## src/design/gpm_pkg.sv

```systemverilog
// ----------------------------------------------------------------------------
// gpm_pkg
// Shared types and constants of the gamepad I/O port mux.
// ----------------------------------------------------------------------------
package gpm_pkg;

    localparam int unsigned NUM_REGS  = 16;
    localparam int unsigned NUM_PORTS = 2;

    typedef logic [1:0] mode_t;
    localparam mode_t MODE_READ    = 2'd0;
    localparam mode_t MODE_WRITE   = 2'd1;
    localparam mode_t MODE_TIMEOUT = 2'd2;

    typedef logic [3:0] reg_idx_t;
    localparam reg_idx_t REG_VERSION = 4'd0;
    localparam reg_idx_t REG_DATA1   = 4'd1;
    localparam reg_idx_t REG_DATA2   = 4'd2;
    localparam reg_idx_t REG_CTRL1   = 4'd4;
    localparam reg_idx_t REG_CTRL2   = 4'd5;

    typedef logic cfg_idx_t;
    localparam cfg_idx_t CFG_SIX_BUTTON = 1'b0;
    localparam cfg_idx_t CFG_VERSION    = 1'b1;

    typedef logic [2:0] phase_t;
    localparam phase_t PHASE_MAX = 3'd4;
    localparam phase_t PHASE_TWO = 3'd2;
    localparam phase_t PHASE_THR = 3'd3;

    localparam int unsigned TH_BIT = 6;
    localparam logic [7:0] MASK_MSB = 8'h80;

    typedef struct packed {
        mode_t       mode;
        reg_idx_t    reg_index;
        logic [7:0]  write_data;
        logic [11:0] pad1_buttons;
        logic [11:0] pad2_buttons;
    } in_item_t;

    typedef struct packed {
        logic [15:0] read_data;
    } out_item_t;

    // per-port view of the register file, for the pad mux
    typedef struct packed {
        logic        six_en;
        phase_t      phase;
        logic [7:0]  data;
        logic [7:0]  ctrl;
    } pad_ctl_t;

    typedef struct packed {
        logic [7:0]  rd_byte;
        pad_ctl_t    port1;
        pad_ctl_t    port2;
    } rf_view_t;

endpackage

```

## src/design/gpm_stream_if.sv

```systemverilog
// ----------------------------------------------------------------------------
// gpm_stream_if
// Valid/ready channel carrying one payload per transfer.
// ----------------------------------------------------------------------------
interface gpm_stream_if #(
    parameter type payload_t = logic
) ();
    logic     valid;
    logic     ready;
    payload_t data;

    modport source (output valid, output data, input ready);
    modport sink   (input valid, input data, output ready);
endinterface

```

## src/design/gamepad_io_port_mux.sv

```systemverilog
// ----------------------------------------------------------------------------
// gamepad_io_port_mux
// Two-port gamepad I/O register block with six-button TH multiplexing.
// ----------------------------------------------------------------------------
// Takes one access per clock: a read, a write or a phase timeout. The block
// captures an access in an input register at its transfer. In the following
// cycle it evaluates the access against the register file. When the access
// leaves the input register, a write or timeout updates state and a read
// loads the result register, so a read's result passes through the input
// register and then the result register before rsp.valid rises. Throughput
// is one access per cycle. Only a read waiting behind a full result register
// that the consumer is stalling holds off the input. Writes and timeouts
// produce no result.
module gamepad_io_port_mux
    import gpm_pkg::*;
(
    input  logic           clk,
    input  logic           rst_n,
    input  logic           cfg_we,
    input  cfg_idx_t       cfg_index,
    input  logic [7:0]     cfg_data,
    gpm_stream_if.sink     req,
    gpm_stream_if.source   rsp
);

    logic       six_en_reg;
    logic [7:0] version_reg;

    logic       s1_valid_reg;
    logic       s1_valid_next;
    in_item_t   s1_item_reg;

    logic       out_valid_reg;
    logic       out_valid_next;
    out_item_t  out_item_reg;

    logic       s1_is_read;
    logic       s1_fire;
    rf_view_t   view;
    logic [7:0] pad1_byte;
    logic [7:0] pad2_byte;
    logic [7:0] rd_byte;

    always_ff @(posedge clk or negedge rst_n)
    begin
        if (!rst_n)
        begin
            six_en_reg  <= 1'b0;
            version_reg <= '0;
        end
        else if (cfg_we)
        begin
            unique case (cfg_index)
                CFG_SIX_BUTTON: six_en_reg  <= cfg_data[0];
                CFG_VERSION:    version_reg <= cfg_data;
                default:        ;
            endcase
        end
    end

    assign s1_is_read    = (s1_item_reg.mode == MODE_READ);
    assign s1_fire       = s1_valid_reg && (!s1_is_read || !out_valid_reg || rsp.ready);
    assign req.ready     = !s1_valid_reg || s1_fire;
    assign s1_valid_next = req.valid ? 1'b1 : (s1_valid_reg && !s1_fire);

    always_ff @(posedge clk or negedge rst_n)
    begin
        if (!rst_n)
        begin
            s1_valid_reg <= 1'b0;
        end
        else
        begin
            s1_valid_reg <= s1_valid_next;
        end
    end

    always_ff @(posedge clk)
    begin
        if (req.valid && req.ready)
        begin
            s1_item_reg <= req.data;
        end
    end

    gpm_regfile u_regfile (
        .clk        (clk),
        .rst_n      (rst_n),
        .op_fire    (s1_fire),
        .mode       (s1_item_reg.mode),
        .reg_index  (s1_item_reg.reg_index),
        .write_data (s1_item_reg.write_data),
        .six_en     (six_en_reg),
        .view       (view)
    );

    gpm_pad_mux u_pad1 (
        .ctl      (view.port1),
        .buttons  (s1_item_reg.pad1_buttons),
        .pad_byte (pad1_byte)
    );

    gpm_pad_mux u_pad2 (
        .ctl      (view.port2),
        .buttons  (s1_item_reg.pad2_buttons),
        .pad_byte (pad2_byte)
    );

    always_comb
    begin
        unique case (s1_item_reg.reg_index)
            REG_VERSION: rd_byte = version_reg;
            REG_DATA1:   rd_byte = pad1_byte;
            REG_DATA2:   rd_byte = pad2_byte;
            default:     rd_byte = view.rd_byte;
        endcase
    end

    assign out_valid_next = (s1_fire && s1_is_read) ? 1'b1 : (out_valid_reg && !rsp.ready);

    always_ff @(posedge clk or negedge rst_n)
    begin
        if (!rst_n)
        begin
            out_valid_reg <= 1'b0;
        end
        else
        begin
            out_valid_reg <= out_valid_next;
        end
    end

    always_ff @(posedge clk)
    begin
        if (s1_fire && s1_is_read)
        begin
            out_item_reg.read_data <= {rd_byte, rd_byte};
        end
    end

    assign rsp.valid = out_valid_reg;
    assign rsp.data  = out_item_reg;

`ifndef ASSERT_OFF
    a_stall_cause: assert property (@(posedge clk) disable iff (!rst_n)
        !req.ready |-> s1_valid_reg && s1_is_read && out_valid_reg && !rsp.ready)
        else $error("input stalled without a blocked read");

    a_read_result: assert property (@(posedge clk) disable iff (!rst_n)
        (s1_fire && s1_is_read) |=> rsp.valid)
        else $error("read lost before result register");

    a_no_spurious: assert property (@(posedge clk) disable iff (!rst_n)
        (s1_fire && !s1_is_read && (!out_valid_reg || rsp.ready)) |=> !rsp.valid)
        else $error("result without a read");
`endif

endmodule

```

## src/design/gpm_pad_mux.sv

```systemverilog
// ----------------------------------------------------------------------------
// gpm_pad_mux
// Selects the pad bits of one port by TH and phase, then merges outputs.
// ----------------------------------------------------------------------------
module gpm_pad_mux
    import gpm_pkg::*;
(
    input  pad_ctl_t    ctl,
    input  logic [11:0] buttons,
    output logic [7:0]  pad_byte
);

    logic [11:0] pad;
    logic        th;
    logic [7:0]  sel;

    assign pad = ~buttons;
    assign th  = ctl.data[TH_BIT];

    always_comb
    begin
        priority if (ctl.six_en && ctl.phase == PHASE_TWO && !th)
        begin
            sel = {2'b00, pad[7:6], 4'b0000};
        end
        else if (ctl.six_en && ctl.phase == PHASE_THR && th)
        begin
            sel = {2'b00, pad[5:4], pad[11:8]};
        end
        else if (ctl.six_en && ctl.phase == PHASE_THR && !th)
        begin
            sel = {2'b00, pad[7:6], 4'b1111};
        end
        else if (th)
        begin
            sel = {2'b00, pad[5:0]};
        end
        else
        begin
            sel = {2'b00, pad[7:6], 2'b00, pad[1:0]};
        end
    end

    assign pad_byte = sel | (ctl.data & ctl.ctrl) | (ctl.data & MASK_MSB);

endmodule

```

## src/design/gpm_regfile.sv

```systemverilog
// ----------------------------------------------------------------------------
// gpm_regfile
// Sixteen byte registers and the per-port TH phase counters.
// ----------------------------------------------------------------------------
module gpm_regfile
    import gpm_pkg::*;
(
    input  logic       clk,
    input  logic       rst_n,
    input  logic       op_fire,
    input  mode_t      mode,
    input  reg_idx_t   reg_index,
    input  logic [7:0] write_data,
    input  logic       six_en,
    output rf_view_t   view
);

    logic [7:0] regs_reg  [NUM_REGS];
    phase_t     phase_reg [NUM_PORTS];
    phase_t     phase_next [NUM_PORTS];

    logic wr_fire;
    logic to_fire;

    assign wr_fire = op_fire && (mode == MODE_WRITE);
    assign to_fire = op_fire && (mode == MODE_TIMEOUT);

    always_comb
    begin
        for (int p = 0; p < NUM_PORTS; p++)
        begin
            phase_next[p] = phase_reg[p];
            if (to_fire)
            begin
                phase_next[p] = '0;
            end
            else if (wr_fire && six_en && reg_index == reg_idx_t'(p + 1)
                     && !regs_reg[p + 1][TH_BIT] && write_data[TH_BIT]
                     && phase_reg[p] < PHASE_MAX)
            begin
                phase_next[p] = phase_reg[p] + 3'd1;
            end
        end
    end

    always_ff @(posedge clk or negedge rst_n)
    begin
        if (!rst_n)
        begin
            for (int i = 0; i < NUM_REGS; i++)
            begin
                regs_reg[i] <= '0;
            end
            for (int p = 0; p < NUM_PORTS; p++)
            begin
                phase_reg[p] <= '0;
            end
        end
        else
        begin
            if (wr_fire)
            begin
                regs_reg[reg_index] <= write_data;
            end
            for (int p = 0; p < NUM_PORTS; p++)
            begin
                phase_reg[p] <= phase_next[p];
            end
        end
    end

    assign view.rd_byte      = regs_reg[reg_index];
    assign view.port1.six_en = six_en;
    assign view.port1.phase  = phase_reg[0];
    assign view.port1.data   = regs_reg[REG_DATA1];
    assign view.port1.ctrl   = regs_reg[REG_CTRL1];
    assign view.port2.six_en = six_en;
    assign view.port2.phase  = phase_reg[1];
    assign view.port2.data   = regs_reg[REG_DATA2];
    assign view.port2.ctrl   = regs_reg[REG_CTRL2];

`ifndef ASSERT_OFF
    a_phase_sat: assert property (@(posedge clk) disable iff (!rst_n)
        phase_reg[0] <= PHASE_MAX && phase_reg[1] <= PHASE_MAX)
        else $error("phase counter above saturation");

    a_timeout_clr: assert property (@(posedge clk) disable iff (!rst_n)
        to_fire |=> phase_reg[0] == '0 && phase_reg[1] == '0)
        else $error("timeout did not clear phases");

    a_phase_step: assert property (@(posedge clk) disable iff (!rst_n)
        phase_reg[0] != $past(phase_reg[0])
        |-> phase_reg[0] == '0 || phase_reg[0] == $past(phase_reg[0]) + 3'd1)
        else $error("port one phase jumped");
`endif

endmodule
```

## src/flat_wrapper.sv

```systemverilog
// flat-port wrapper written by rule: the top's interface ports become plain ports
module gamepad_io_port_mux_flat import gpm_pkg::*;
  (clk, rst_n, cfg_we, cfg_index, cfg_data, req_valid, req_data, req_ready, rsp_valid, rsp_data, rsp_ready);
  gpm_stream_if req_i ();
  gpm_stream_if rsp_i ();
  input  logic clk;
  input  logic rst_n;
  input  logic cfg_we;
  input  cfg_idx_t cfg_index;
  input  logic [7:0] cfg_data;
  input wire logic [$bits(req_i.valid)-1:0] req_valid;
  input wire logic [$bits(req_i.data)-1:0] req_data;
  output wire logic [$bits(req_i.ready)-1:0] req_ready;
  output wire logic [$bits(rsp_i.valid)-1:0] rsp_valid;
  output wire logic [$bits(rsp_i.data)-1:0] rsp_data;
  input wire logic [$bits(rsp_i.ready)-1:0] rsp_ready;
  assign req_i.valid = req_valid;
  assign req_i.data = req_data;
  assign req_ready = req_i.ready;
  assign rsp_valid = rsp_i.valid;
  assign rsp_data = rsp_i.data;
  assign rsp_i.ready = rsp_ready;
  gamepad_io_port_mux u_core (.clk(clk), .rst_n(rst_n), .cfg_we(cfg_we), .cfg_index(cfg_index), .cfg_data(cfg_data), .req(req_i), .rsp(rsp_i));
endmodule
```

## config.mk

```make
export PLATFORM = sky130hd
export DESIGN_NAME = gamepad_io_port_mux_flat
export DESIGN_NICKNAME = d
export VERILOG_FILES = /design/src/design/gpm_pkg.sv /design/src/design/gpm_stream_if.sv /design/src/design/gamepad_io_port_mux.sv /design/src/design/gpm_pad_mux.sv /design/src/design/gpm_regfile.sv /design/src/flat_wrapper.sv
export SDC_FILE = /design/constraint.sdc
export NUM_CORES = 1
export LEC_CHECK = 0
export BUFFER_PORTS_ARGS = -buffer_cell sky130_fd_sc_hd__buf_4
export CAP_MARGIN = 10
export CORE_AREA = 2 2 39 41
export CTS_CLUSTER_SIZE = 40
export DETAILED_ROUTE_END_ITERATION = 7
export DIE_AREA = 0 0 41 43
export PLACE_DENSITY = 0.38
export SLEW_MARGIN = 0
export SYNTH_ARGS = -nofsm -noshare
export SYNTH_HDL_FRONTEND = slang
export SYNTH_SLANG_ARGS = --single-unit
```

## constraint.sdc

```tcl
create_clock -name clk -period 1.7 [get_ports clk]
set_input_delay 0.085 -clock clk [delete_from_list [all_inputs] [get_ports clk]]
set_output_delay 0.085 -clock clk [all_outputs]
set_load 0.01 [all_outputs]
```

== After elaboration in Yosys (flattened, before gate mapping) ==
Index checks and enable logic that the tools add are counted.
Storage, ports and cells
  register bits after elaboration: 4
  bits of input ports: 15
  output and inout port bits: 3
  word-level logic and storage cells: 16
Operators by class
  mux-type cells: 2
  reduce and logical (&&, ||, !) cells: 10
Operator list (count)
  zero test 1 bit: 4
  logical AND 1 bit: 3
  logical OR 1 bit: 2
  2-to-1 mux 1 bit: 2
  AND reduction 2 bit: 1

== Depth between registers and ports, before layout ==
Gate-level depths: netlist of the first run.
  depth after elaboration: 6
  gate-level depth with buffers: 2
  gate-level depth less buffers: 2

== Worst setup path before layout of the first run ==
OpenSTA, ideal clock, no wires.
  path type: reg2reg
  start point: register u_core.out_valid_reg, in the netlist u_core.rsp.valid
  end point: register u_core.out_item_reg[0] (netlist bit) (enable)
  library setup time: 0.292 ns
  data arrival time: 0.608 ns
  data required time: 1.408 ns
  path slack: 0.800 ns
  stages on the path, launching flop included: 3
  path buffers: 0
  period minus slack after synthesis: 0.900 ns
  cell sequence: dfrtp_1 -> nand2b_1 -> and2_1
On the way
  word-level cells in the longest chain between the ends: 3
Ends and longest elaborated chain
  start: declaration: line gamepad_io_port_mux.sv:33  | logic out_valid_reg;
  start signal: assignment: line gamepad_io_port_mux.sv:129  | out_valid_reg <= out_valid_next;
  zero test 1 bit: line gamepad_io_port_mux.sv:62  | assign s1_fire = s1_valid_reg && (!s1_is_read || !out_valid_reg || rsp.ready);
  logical OR 1 bit: line gamepad_io_port_mux.sv:62
  logical AND 1 bit: line gamepad_io_port_mux.sv:62
  net u_core.s1_fire: line gamepad_io_port_mux.sv:38  | logic s1_fire;
  end: declaration: line gamepad_io_port_mux.sv:35  | out_item_t out_item_reg;
The timed path passes the listed nets, and every way through them passes these cells.
A chain may end at the register's enable or synchronous reset.

== Worst setup path in the final report of the first run ==
  start point: register u_core.out_valid_reg, in the netlist u_core.rsp.valid
  end point: output port req_ready
On the way
  word-level cells in the longest chain between the ends: 4
Ends and longest elaborated chain
  zero test 1 bit: line gamepad_io_port_mux.sv:62
  logical OR 1 bit: line gamepad_io_port_mux.sv:62
  logical AND 1 bit: line gamepad_io_port_mux.sv:62
  logical OR 1 bit: line gamepad_io_port_mux.sv:63  | assign req.ready = !s1_valid_reg || s1_fire;
  end: declaration: line flat_wrapper.sv:13  | output wire logic [$bits(req_i.ready)-1:0] req_ready;
Every way passes these cells.

==> flow_summary.ini, run 1 <==
[global_route]
antenna_found_initial = 0
via_count_of_the_first_global_routing_pass = 121
wire_length_of_the_first_global_routing_pass_um = 448
overflow = 0
pin_count_of_the_biggest_net_entering_global_routing = 5
globalRouteTotalUtil = 0.0464

[clock_tree]
clock_insertion_delay_worst_skew_ns = 0.24
cts-buffers-inserted = 3
clkSlewWorstSetupHoldPaths_ns = 0.04
clockRootBuffer = sky130_fd_sc_hd__clkbuf_4
cts_tree = built
tritoncts_num_sinks = 4
post-cts-setup-buffer-count = 0
cts_buffer_depth = 2
number_of_h_tree_levels = 1

[sta]
final.setup.worst_slack_ns = 0.650
finClkSkew_ns = 0.00322
setup_total_negative_slack_ns = 0
max_clock_freq_mhz = 953
timing.final.hold_violations = 0
period_minus_slack_ns = 1.05
rsz0062_at_grt = no
worst_slew_pin_slew_ns = 0.133
final_min_period_over_clock_period = 0.618
timing_max_transition_violations_final = 0
setup-violations-final = 0
max_slew_margin = 0.911

[drt]
drt_drc_violations_left = 0
drt_pass1_iterations = 1
wl_um = 329
vias = 130
detail-route-antenna-nets = 0
drt_first_iter_violations = 0
avgRoutedWirePerCell_um = 7.83
drt-vias-per-instance = 3.10

[flow_run]
drv.max_cap_violation_count = 0

[placement]
gp_routability_congestion = 0.489
numPortBuffers = 9
preCtsSetupSlack_ns = 0.825
hpwl_um = 254

[setup_path]
setup.worst_path.end_class = output pin
worstPathRequired_ns = 1.62
timing.setup.critical_path_class = flop to output pin
crit_path_max_fanout = 3
worstSetupStartpoint = u_core.rsp.valid
timing.critical_path.from_type = flop
worstPathArrival_ns = 0.96
worst_r2r_startpoint = u_core.rsp.valid

[synthesis]
postSynthCellCount = 12
synthesis.nets = 27
fraction_of_the_mapped_netlist_area_in_compound_gates = 0.0469
postSynthAreaPerCell_um2 = 13.3
synthAdderAreaFrac = 0
synth_top_family_by_area = simple AND/OR/NAND/NOR gates
postSynthRegisterBits = 4
seq_area_frac_synth = 0.656
syn-cell-area_um2 = 160
yosysUniqueCellTypes = 8
synth-warning-count = 0
synth.mux.area_fraction = 0.0938
post_synth_xor_area_fraction = 0
synth_simple_gate_area_share = 0.203

[floorplanning]
row_count = 14
placeable_core_region_mm2 = 0.00138
die_width_um = 41
initial_utilization = 0.116
die-height_um = 43
die-area_mm2 = 0.00176
io_pins = 18

[power]
power.share.clock = 0.457
worst_ir_drop_vdd_uv = 231
share_comb_of_total_power = 0.144
power_density_of_the_placed_cells_mw_per_mm2 = 1020
leakagePower_nw = 0.133
total_switching_power_uw = 62.5
sw_frac_of_total = 0.217
internal_power_uw = 226
sequentialPowerShare = 0.400

[finish]
post_route_cells_drive_above_1_share = 0.500
fin_nets = 42
layout.filler_cells = 161
antenna_cells = 0
syn2layout_area_growth_pct = 77.3

[outcome]
run_status = completed

[min_path]
worst_hold_path_type = input pin to flop
worstHoldStart = req_valid
[layout make-up]
| type | count | area, µm² | area share |
|---|---|---|---|
| Sequential cell | 4 | 105 | 0.370 |
| Clock buffer | 4 | 26.3 | 0.0925 |
| Timing Repair Buffer | 10 | 77.6 | 0.273 |
| Tap cell | 16 | 20.0 | 0.0705 |
| Multi-Input combinational cell | 8 | 55.1 | 0.194 |
[cell families after synthesis]
family	count (synthesis)
multiplexers	1
flip-flops	4
AO/OA/AOI/OAI	1
AND/OR/NAND/NOR	6
[repair_timing]
item	CTS	global route
gates resized for setup	0	0
hold buffers	1	0
hold endpoints to repair	3	0
[power by group through the flow]
| stage | Sequential, mW | Clock, mW | Combinational (mW) |
|---|---|---|---|
| finish | 0.115 | 0.132 | 0.0415 |
| floorplan | 0.118 | 0 | 0.0153 |
| CTS | 0.116 | 0.140 | 0.0423 |
| detailed placement | 0.117 | 0 | 0.0401 |
| global placement | 0.116 | 0 | 0.0397 |
| global route | 0.117 | 0.147 | 0.0451 |
[stage by stage]
step	instances	utilization	power [mW]	hold slack [ns]	area (µm²)
final	42	0.205	0.289	0.0359	284
after global routing	42	0.205	0.309	0.0319	284
after CTS	42	0.205	0.298	0.0279	284
after detailed placement	37	0.179	0.157	-0.124	248
after global placement	37	0.179	0.156	-0.122	248
after floorplan	12	-	0.133	-0.211	160
[placed cells by master (no fill, tap or decap), drive strengths merged]
cell type,count
a21o,1
and2,1
buf,9
clkbuf,4
dfrtp,3
dlygate4sd3,1
edfxtp,1
mux2,1
nand2,2
nand2b,2
nor2b,1
[layer usage]
layer | vias up | global-route usage | routed length (µm)
met2 | 10 | 0.0469 | 126
met4 | 0 | 0.0600 | 0
li1 | 67 | - | -
met5 | - | 0 | 0
met1 | 53 | 0.0423 | 142
met3 | 0 | 0.0471 | 60
[final timing paths]
| kind | to | slack [ns] | depth (start not counted) |
|---|---|---|---|
| max | req_ready | 0.65 | 3 |
| min | u_core.s1_valid_reg | 0.04 | 2 |
| max reg2reg | u_core.out_item_reg[0] | 0.82 | 2 |
| min reg2reg | u_core.out_item_reg[0] | 0.46 | 0 |
| max in group asynchronous | u_core.s1_valid_reg | 1.42 | 2 |
| min in group asynchronous | u_core.rsp.valid | 0.19 | 2 |
[cell usage after synthesis]
cell	n	area, µm²
sky130_fd_sc_hd__dfrtp_1	3	75.1
sky130_fd_sc_hd__mux2_4	1	15.0
sky130_fd_sc_hd__nor2b_1	1	6.26
sky130_fd_sc_hd__a21o_1	1	7.51
sky130_fd_sc_hd__edfxtp_1	1	30.0
sky130_fd_sc_hd__and2_1	1	6.26
sky130_fd_sc_hd__nand2b_1	2	12.5
sky130_fd_sc_hd__nand2_1	2	7.51
[critical path: stages, from the launching register on]
cell and delay (ns):
sky130_fd_sc_hd__dfrtp_1 0.35, sky130_fd_sc_hd__nor2b_1 0.17, sky130_fd_sc_hd__nand2_1 0.07, sky130_fd_sc_hd__buf_4 0.14
(Power assumes the default switching activity.)
==> run 2, diff against run 1 <==
Settings changed: PLACE_DENSITY 0.38 to 0.39.
Clock period 1.7 ns to 0.95 ns, I/O delays scaled along.
==> run 2 against run 1 <==
  * The flow now finishes with violations (negative setup slack)
  * Non-clock buffer count rose by 1
  * Cell count rose by 2.4%
  * Global-route usage rose by 0.81 points
  * Sequential power rose by 80%
  * Utilization rose by 1.5 points
  * Worst hold slack improved by 0.00064 ns
  * Critical path depth did not move
  * Clock power rose by 77%
  * Routed wire length rose by 9.1%
  * Critical path type unchanged
==> flow_summary.ini, run 2 (synthesis results as in run 1) <==
[global_route]
overflow = 0
pin_count_of_the_biggest_net_entering_global_routing = 5
antenna_found_initial = 0
globalRouteTotalUtil = 0.0545
via_count_of_the_first_global_routing_pass = 142
wire_length_of_the_first_global_routing_pass_um = 476

[drt]
drt_pass1_iterations = 1
vias = 132
drt-vias-per-instance = 3.07
wl_um = 359
avgRoutedWirePerCell_um = 8.35
drt_drc_violations_left = 0
detail-route-antenna-nets = 0
drt_first_iter_violations = 0

[placement]
numPortBuffers = 9
placed_area_um2 = 248
gp_routability_congestion = 0.534
dp_cells = 37

[sta]
worst_slew_pin_slew_ns = 0.103
final.setup.worst_slack_ns = -0.0338
period_minus_slack_ns = 0.984
timing_max_transition_violations_final = 0
final_min_period_over_clock_period = 1.04
max_slew_margin = 0.931
finClkSkew_ns = 0.00663
timing.final.hold_violations = 0
setup-violations-final = 1
rsz0062_at_grt = yes
max_clock_freq_mhz = 1020
setup_total_negative_slack_ns = -0.0338

[finish]
antenna_cells = 0
layout.filler_cells = 151
mostFrequentLayoutCell = sky130_fd_sc_hd__buf_4
design_area_um2 = 305
syn2layout_area_growth_pct = 90.6
post_route_cells_drive_above_1_share = 0.519
mostFrequentLayoutCells = sky130_fd_sc_hd__buf_4 (8), sky130_fd_sc_hd__clkbuf_4 (3), sky130_fd_sc_hd__dfrtp_1 (3)
fin_nets = 43
stdcell_count = 43

[setup_path]
worstPathRequired_ns = 0.90
setup.worst_path.end_class = output pin
critPathBufInv = 1
timing.critical_path.from_type = flop
worst_path_dominant_cell_family = flip-flops
reg2reg_slack_ns = 0.06
critical-path-slowest-cell = sky130_fd_sc_hd__dfrtp_1
critical-path-max-stage-delay_ns = 0.36
path_cells = nor2b_4 -> nand2_1 -> buf_6
timing.setup.critical_path_class = flop to output pin
worstRegToRegCells = 2
crit_path_max_fanout = 3
worst_r2r_startpoint = u_core.rsp.valid
regToRegEndpoint = u_core.out_item_reg[0]
worstPathArrival_ns = 0.94

[clock_tree]
cts_tree = built
clockRootBuffer = sky130_fd_sc_hd__clkbuf_4
number_of_h_tree_levels = 1
clock_insertion_delay_worst_skew_ns = 0.24
cts_buffer_depth = 2
tritoncts_num_sinks = 4
cts-buffers-inserted = 3
clkSlewWorstSetupHoldPaths_ns = 0.04

[min_path]
worst_hold_path_type = input pin to flop
worstHoldEndpoint = u_core.version_reg[0]
hold_path_depth = 2
worstHoldStart = cfg_data[0]

[power]
power.share.clock = 0.445
total_switching_power_uw = 113
sw_frac_of_total = 0.214
share_comb_of_total_power = 0.161
internal_power_uw = 413
leakagePower_nw = 0.147
power_density_of_the_placed_cells_mw_per_mm2 = 1720
worst_ir_drop_vdd_uv = 367
sequentialPowerShare = 0.394

[floorplanning]
die-height_um = 43
placeable_core_region_mm2 = 0.00138
die-area_mm2 = 0.00176
io_pins = 18
row_count = 14
initial_utilization = 0.116
die_width_um = 41

[outcome]
run_status = finished, violations left
failed_checks = negative setup slack

[flow_run]
drv.max_cap_violation_count = 0
## run 2: cell count changes in the layout (fill, tap and decap cells not counted), sizes merged
cell,delta
dlygate4sd3,+1
## run 2: how the worst max path moves through the flow
stage / start / to / slack [ns] / cells past startpoint
6_report: u_core.rsp.valid / req_ready / -0.03 / 3
5_1_grt: u_core.rsp.valid / req_ready / -0.06 / 3
4_1_cts: u_core.rsp.valid / req_ready / -0.04 / 3
2_1_floorplan: u_core.rsp.valid / u_core.out_item_reg[0] / 0.05 / 2
3_5_place_dp: u_core.rsp.valid / u_core.out_item_reg[0] / 0.07 / 2
3_3_place_gp: u_core.rsp.valid / u_core.out_item_reg[0] / 0.07 / 2
## run 2: per-layer routing
layer  wire, µm  GRT usage  vias to the layer above
li1           -          -                       68
met1        153     0.0425                       52
met2        149     0.0531                       10
met3         46     0.0314                        2
met4          9      0.120                        0
met5          0          0                        -
## run 2: power groups by stage
stage	Clock, mW	Combinational, mW	Sequential [mW]
floorplan	0	0.0274	0.211
global placement	0	0.0710	0.208
detailed placement	0	0.0717	0.209
CTS	0.248	0.0856	0.207
global route	0.255	0.0915	0.208
finish	0.234	0.0845	0.207
## run 2: area by class of cell
cell class,count,area (µm²),share of cell area
Sequential cell,4,105,0.344
Multi-Input combinational cell,8,62.6,0.205
Clock buffer,4,26.3,0.0861
Tap cell,16,20.0,0.0656
Timing Repair Buffer,11,91.3,0.299
## run 2: per-stage QoR
step	util	setup slack, ns	hold slack [ns]	total power, mW
final	0.221	-0.0338	0.0366	0.525
after global routing	0.221	-0.0590	0.0324	0.555
after CTS	0.221	-0.0408	0.0266	0.541
after detailed placement	0.179	0.0653	-0.159	0.281
after global placement	0.179	0.0698	-0.160	0.279
after floorplan	-	0.0497	-0.248	0.239
## run 2: repair_timing
| action | in CTS | in global routing |
|---|---|---|
| gates resized for setup | 3 | 0 |
| hold endpoints to repair | 4 | 0 |
| hold buffers | 2 | 0 |
| setup endpoints to repair | 1 | 1 |
| buffers inserted | 0 | 0 |
==> run 3, diff against run 2 <==
Settings changed: SYNTH_HIERARCHICAL set to 1.
==> run 3 against run 2 <==
  * The run still ends with negative setup slack left
  * Sequential cell count did not move
  * Global-route usage fell by 0.80 points
  * Synthesized area did not move
  * Via count rose by 4.5%
  * Die area did not move
  * Critical endpoint unchanged
==> flow_summary.ini, run 3 <==
[clock_tree]
cts_buffer_depth = 2
clock_insertion_delay_worst_skew_ns = 0.24
clkSlewWorstSetupHoldPaths_ns = 0.04
clockRootBuffer = sky130_fd_sc_hd__clkbuf_4
cts-buffers-inserted = 3
number_of_h_tree_levels = 1
cts_tree = built
tritoncts_num_sinks = 4

[drt]
drt-vias-per-instance = 3.21
avgRoutedWirePerCell_um = 7.95
detail-route-antenna-nets = 0
wl_um = 342
drt_drc_violations_left = 0
drt_pass1_iterations = 1
drt_first_iter_violations = 0
vias = 138

[setup_path]
critical-path-slowest-cell = sky130_fd_sc_hd__dfrtp_1
timing.setup.critical_path_class = flop to output pin
worstSetupStartpoint = u_core/rsp.valid
worstRegToRegCells = 2
crit_path_max_fanout = 3
path_cells = nor2b_4 -> nand2_2 -> buf_6
worst_r2r_startpoint = u_core/rsp.valid
timing.critical_path.from_type = flop
setup.worst_path.end_class = output pin
worstPathRequired_ns = 0.90
worstPathArrival_ns = 0.93
critical-path-max-stage-delay_ns = 0.36

[finish]
fin_nets = 43
post_route_cells_drive_above_1_share = 0.556
design_area_um2 = 308
syn2layout_area_growth_pct = 92.2
mostFrequentLayoutCells = sky130_fd_sc_hd__buf_4 (8), sky130_fd_sc_hd__clkbuf_4 (3), sky130_fd_sc_hd__dfrtp_1 (3)
final_util = 0.222
layout.filler_cells = 155
antenna_cells = 0
mostFrequentLayoutCell = sky130_fd_sc_hd__buf_4

[floorplanning]
io_pins = 18
die-area_mm2 = 0.00176
die-height_um = 43
initial_utilization = 0.116
die_width_um = 41
row_count = 14
placeable_core_region_mm2 = 0.00138

[synthesis]
synthesis.nets = 27
postSynthRegisterBits = 4
synth_edf_count = 1
syn-cell-area_um2 = 160
postSynthAreaPerCell_um2 = 13.3
synth-warning-count = 6
yosys.cell_count.top_type = sky130_fd_sc_hd__dfrtp_1
seq_area_frac_synth = 0.656
synthAdderAreaFrac = 0
synth_largest_area_cell = sky130_fd_sc_hd__dfrtp_1
yosysUniqueCellTypes = 8
postSynth.asyncResetShare = 0.750
post_synth_xor_area_fraction = 0
postSynthCellCount = 12
biggest_area_contributors_in_the_synthesized_netlist = sky130_fd_sc_hd__dfrtp_1 (47%), sky130_fd_sc_hd__edfxtp_1 (19%), sky130_fd_sc_hd__mux2_4 (9.4%), sky130_fd_sc_hd__nand2b_1 (7.8%), sky130_fd_sc_hd__a21o_1 (4.7%)
fraction_of_the_mapped_netlist_area_in_compound_gates = 0.0469
synth_simple_gate_area_share = 0.203
netlist_top_cells_count = sky130_fd_sc_hd__dfrtp_1 (3), sky130_fd_sc_hd__nand2_1 (2), sky130_fd_sc_hd__nand2b_1 (2)
synth_top_flop_cell = sky130_fd_sc_hd__dfrtp_1
synth_top_family_by_area = simple AND/OR/NAND/NOR gates
synth.mux.area_fraction = 0.0938
synth_top_area_frac = 0.469

[min_path]
hold_path_depth = 2
worst_hold_path_type = input pin to flop
worstHoldStart = cfg_data[0]

[global_route]
via_count_of_the_first_global_routing_pass = 117
pin_count_of_the_biggest_net_entering_global_routing = 5
antenna_found_initial = 0
overflow = 0
wire_length_of_the_first_global_routing_pass_um = 420
globalRouteTotalUtil = 0.0465

[sta]
final.setup.worst_slack_ns = -0.0269
setup-violations-final = 1
period_minus_slack_ns = 0.977
rsz0062_at_grt = yes
worst_slew_pin_slew_ns = 0.120
max_slew_margin = 0.920
max_clock_freq_mhz = 1020
finClkSkew_ns = 0.00849
timing_max_transition_violations_final = 0
hold_ws_ns = 0.0361
final_min_period_over_clock_period = 1.03
timing.final.hold_violations = 0

[power]
worst_ir_drop_vdd_uv = 382
leakagePower_nw = 0.147
power_density_of_the_placed_cells_mw_per_mm2 = 1720

[placement]
numPortBuffers = 9
gp_routability_congestion = 0.513
placed_area_um2 = 248

[flow_run]
drv.max_cap_violation_count = 0

[outcome]
run_status = finished, violations left
failed_checks = negative setup slack
[run 3: cell counts after synthesis]
No cell type changed its count.
[run 3: worst paths after layout]
| check | slack [ns] | to |
|---|---|---|
| setup / recovery | -0.03 | req_ready |
| hold / removal | 0.04 | u_core/version_reg[0] |
| setup reg to reg | 0.06 | u_core/out_item_reg[0] |
| hold reg to reg | 0.46 | u_core/out_item_reg[0] |
| max in group asynchronous | 0.71 | u_core/rsp.valid |
| min in group asynchronous | 0.14 | u_core/version_reg[0] |
[run 3: metal layers]
metal | global-route usage | share of wire | vias up
met3 | 0.0628 | 0.17 | 0
met4 | 0.0600 | 0 | 0
met5 | 0 | 0 | -
li1 | - | - | 69
met2 | 0.0375 | 0.39 | 10
met1 | 0.0426 | 0.44 | 59
[run 3: logic make-up after synthesis]
kind of cell / after synthesis
flip-flops: 4
AND/OR/NAND/NOR: 6
multiplexers: 1
AO/OA/AOI/OAI: 1
[run 3: timing repair]
| action | 4_1_cts | 5_1_grt |
|---|---|---|
| hold endpoints to repair | 4 | 0 |
| setup buffers | 0 | 0 |
| endpoints found under the setup margin | 1 | 1 |
| hold buffers | 2 | 0 |
| gates resized for setup | 4 | 0 |
| pin swaps | 0 | 0 |
[run 3: report_power, final]
group	switching, mW	total [mW]	internal, mW
sequential	0.00997	0.207	0.197
clock	0.0778	0.236	0.158
combinational	0.0284	0.0867	0.0583
[run 3: worst max-delay path, delay by kind of cell, from the launching register on]
kind          cells  cell delay (ns)
flops             1             0.36
buf+inv           1             0.12
simple gates      2             0.22
[run 3: area by class of cell]
| cell class | instances | area [µm²] | area share |
|---|---|---|---|
| clock buffer | 4 | 26.3 | 0.0854 |
| multi-input combinational | 8 | 65.1 | 0.211 |
| sequential | 4 | 105 | 0.341 |
| tap | 16 | 20.0 | 0.0650 |
| timing repair buffer | 11 | 91.3 | 0.297 |
[run 3: stage by stage]
step | total power [mW] | std cells | setup WS, ns | setup TNS [ns]
4_1_cts | 0.548 | 43 | -0.0406 | -0.0406
2_1_floorplan | 0.239 | 12 | 0.0497 | 0
5_1_grt | 0.568 | 43 | -0.0669 | -0.0669
3_3_place_gp | 0.279 | 37 | 0.0686 | 0
3_5_place_dp | 0.281 | 37 | 0.0647 | 0
6_report | 0.530 | 43 | -0.0269 | -0.0269
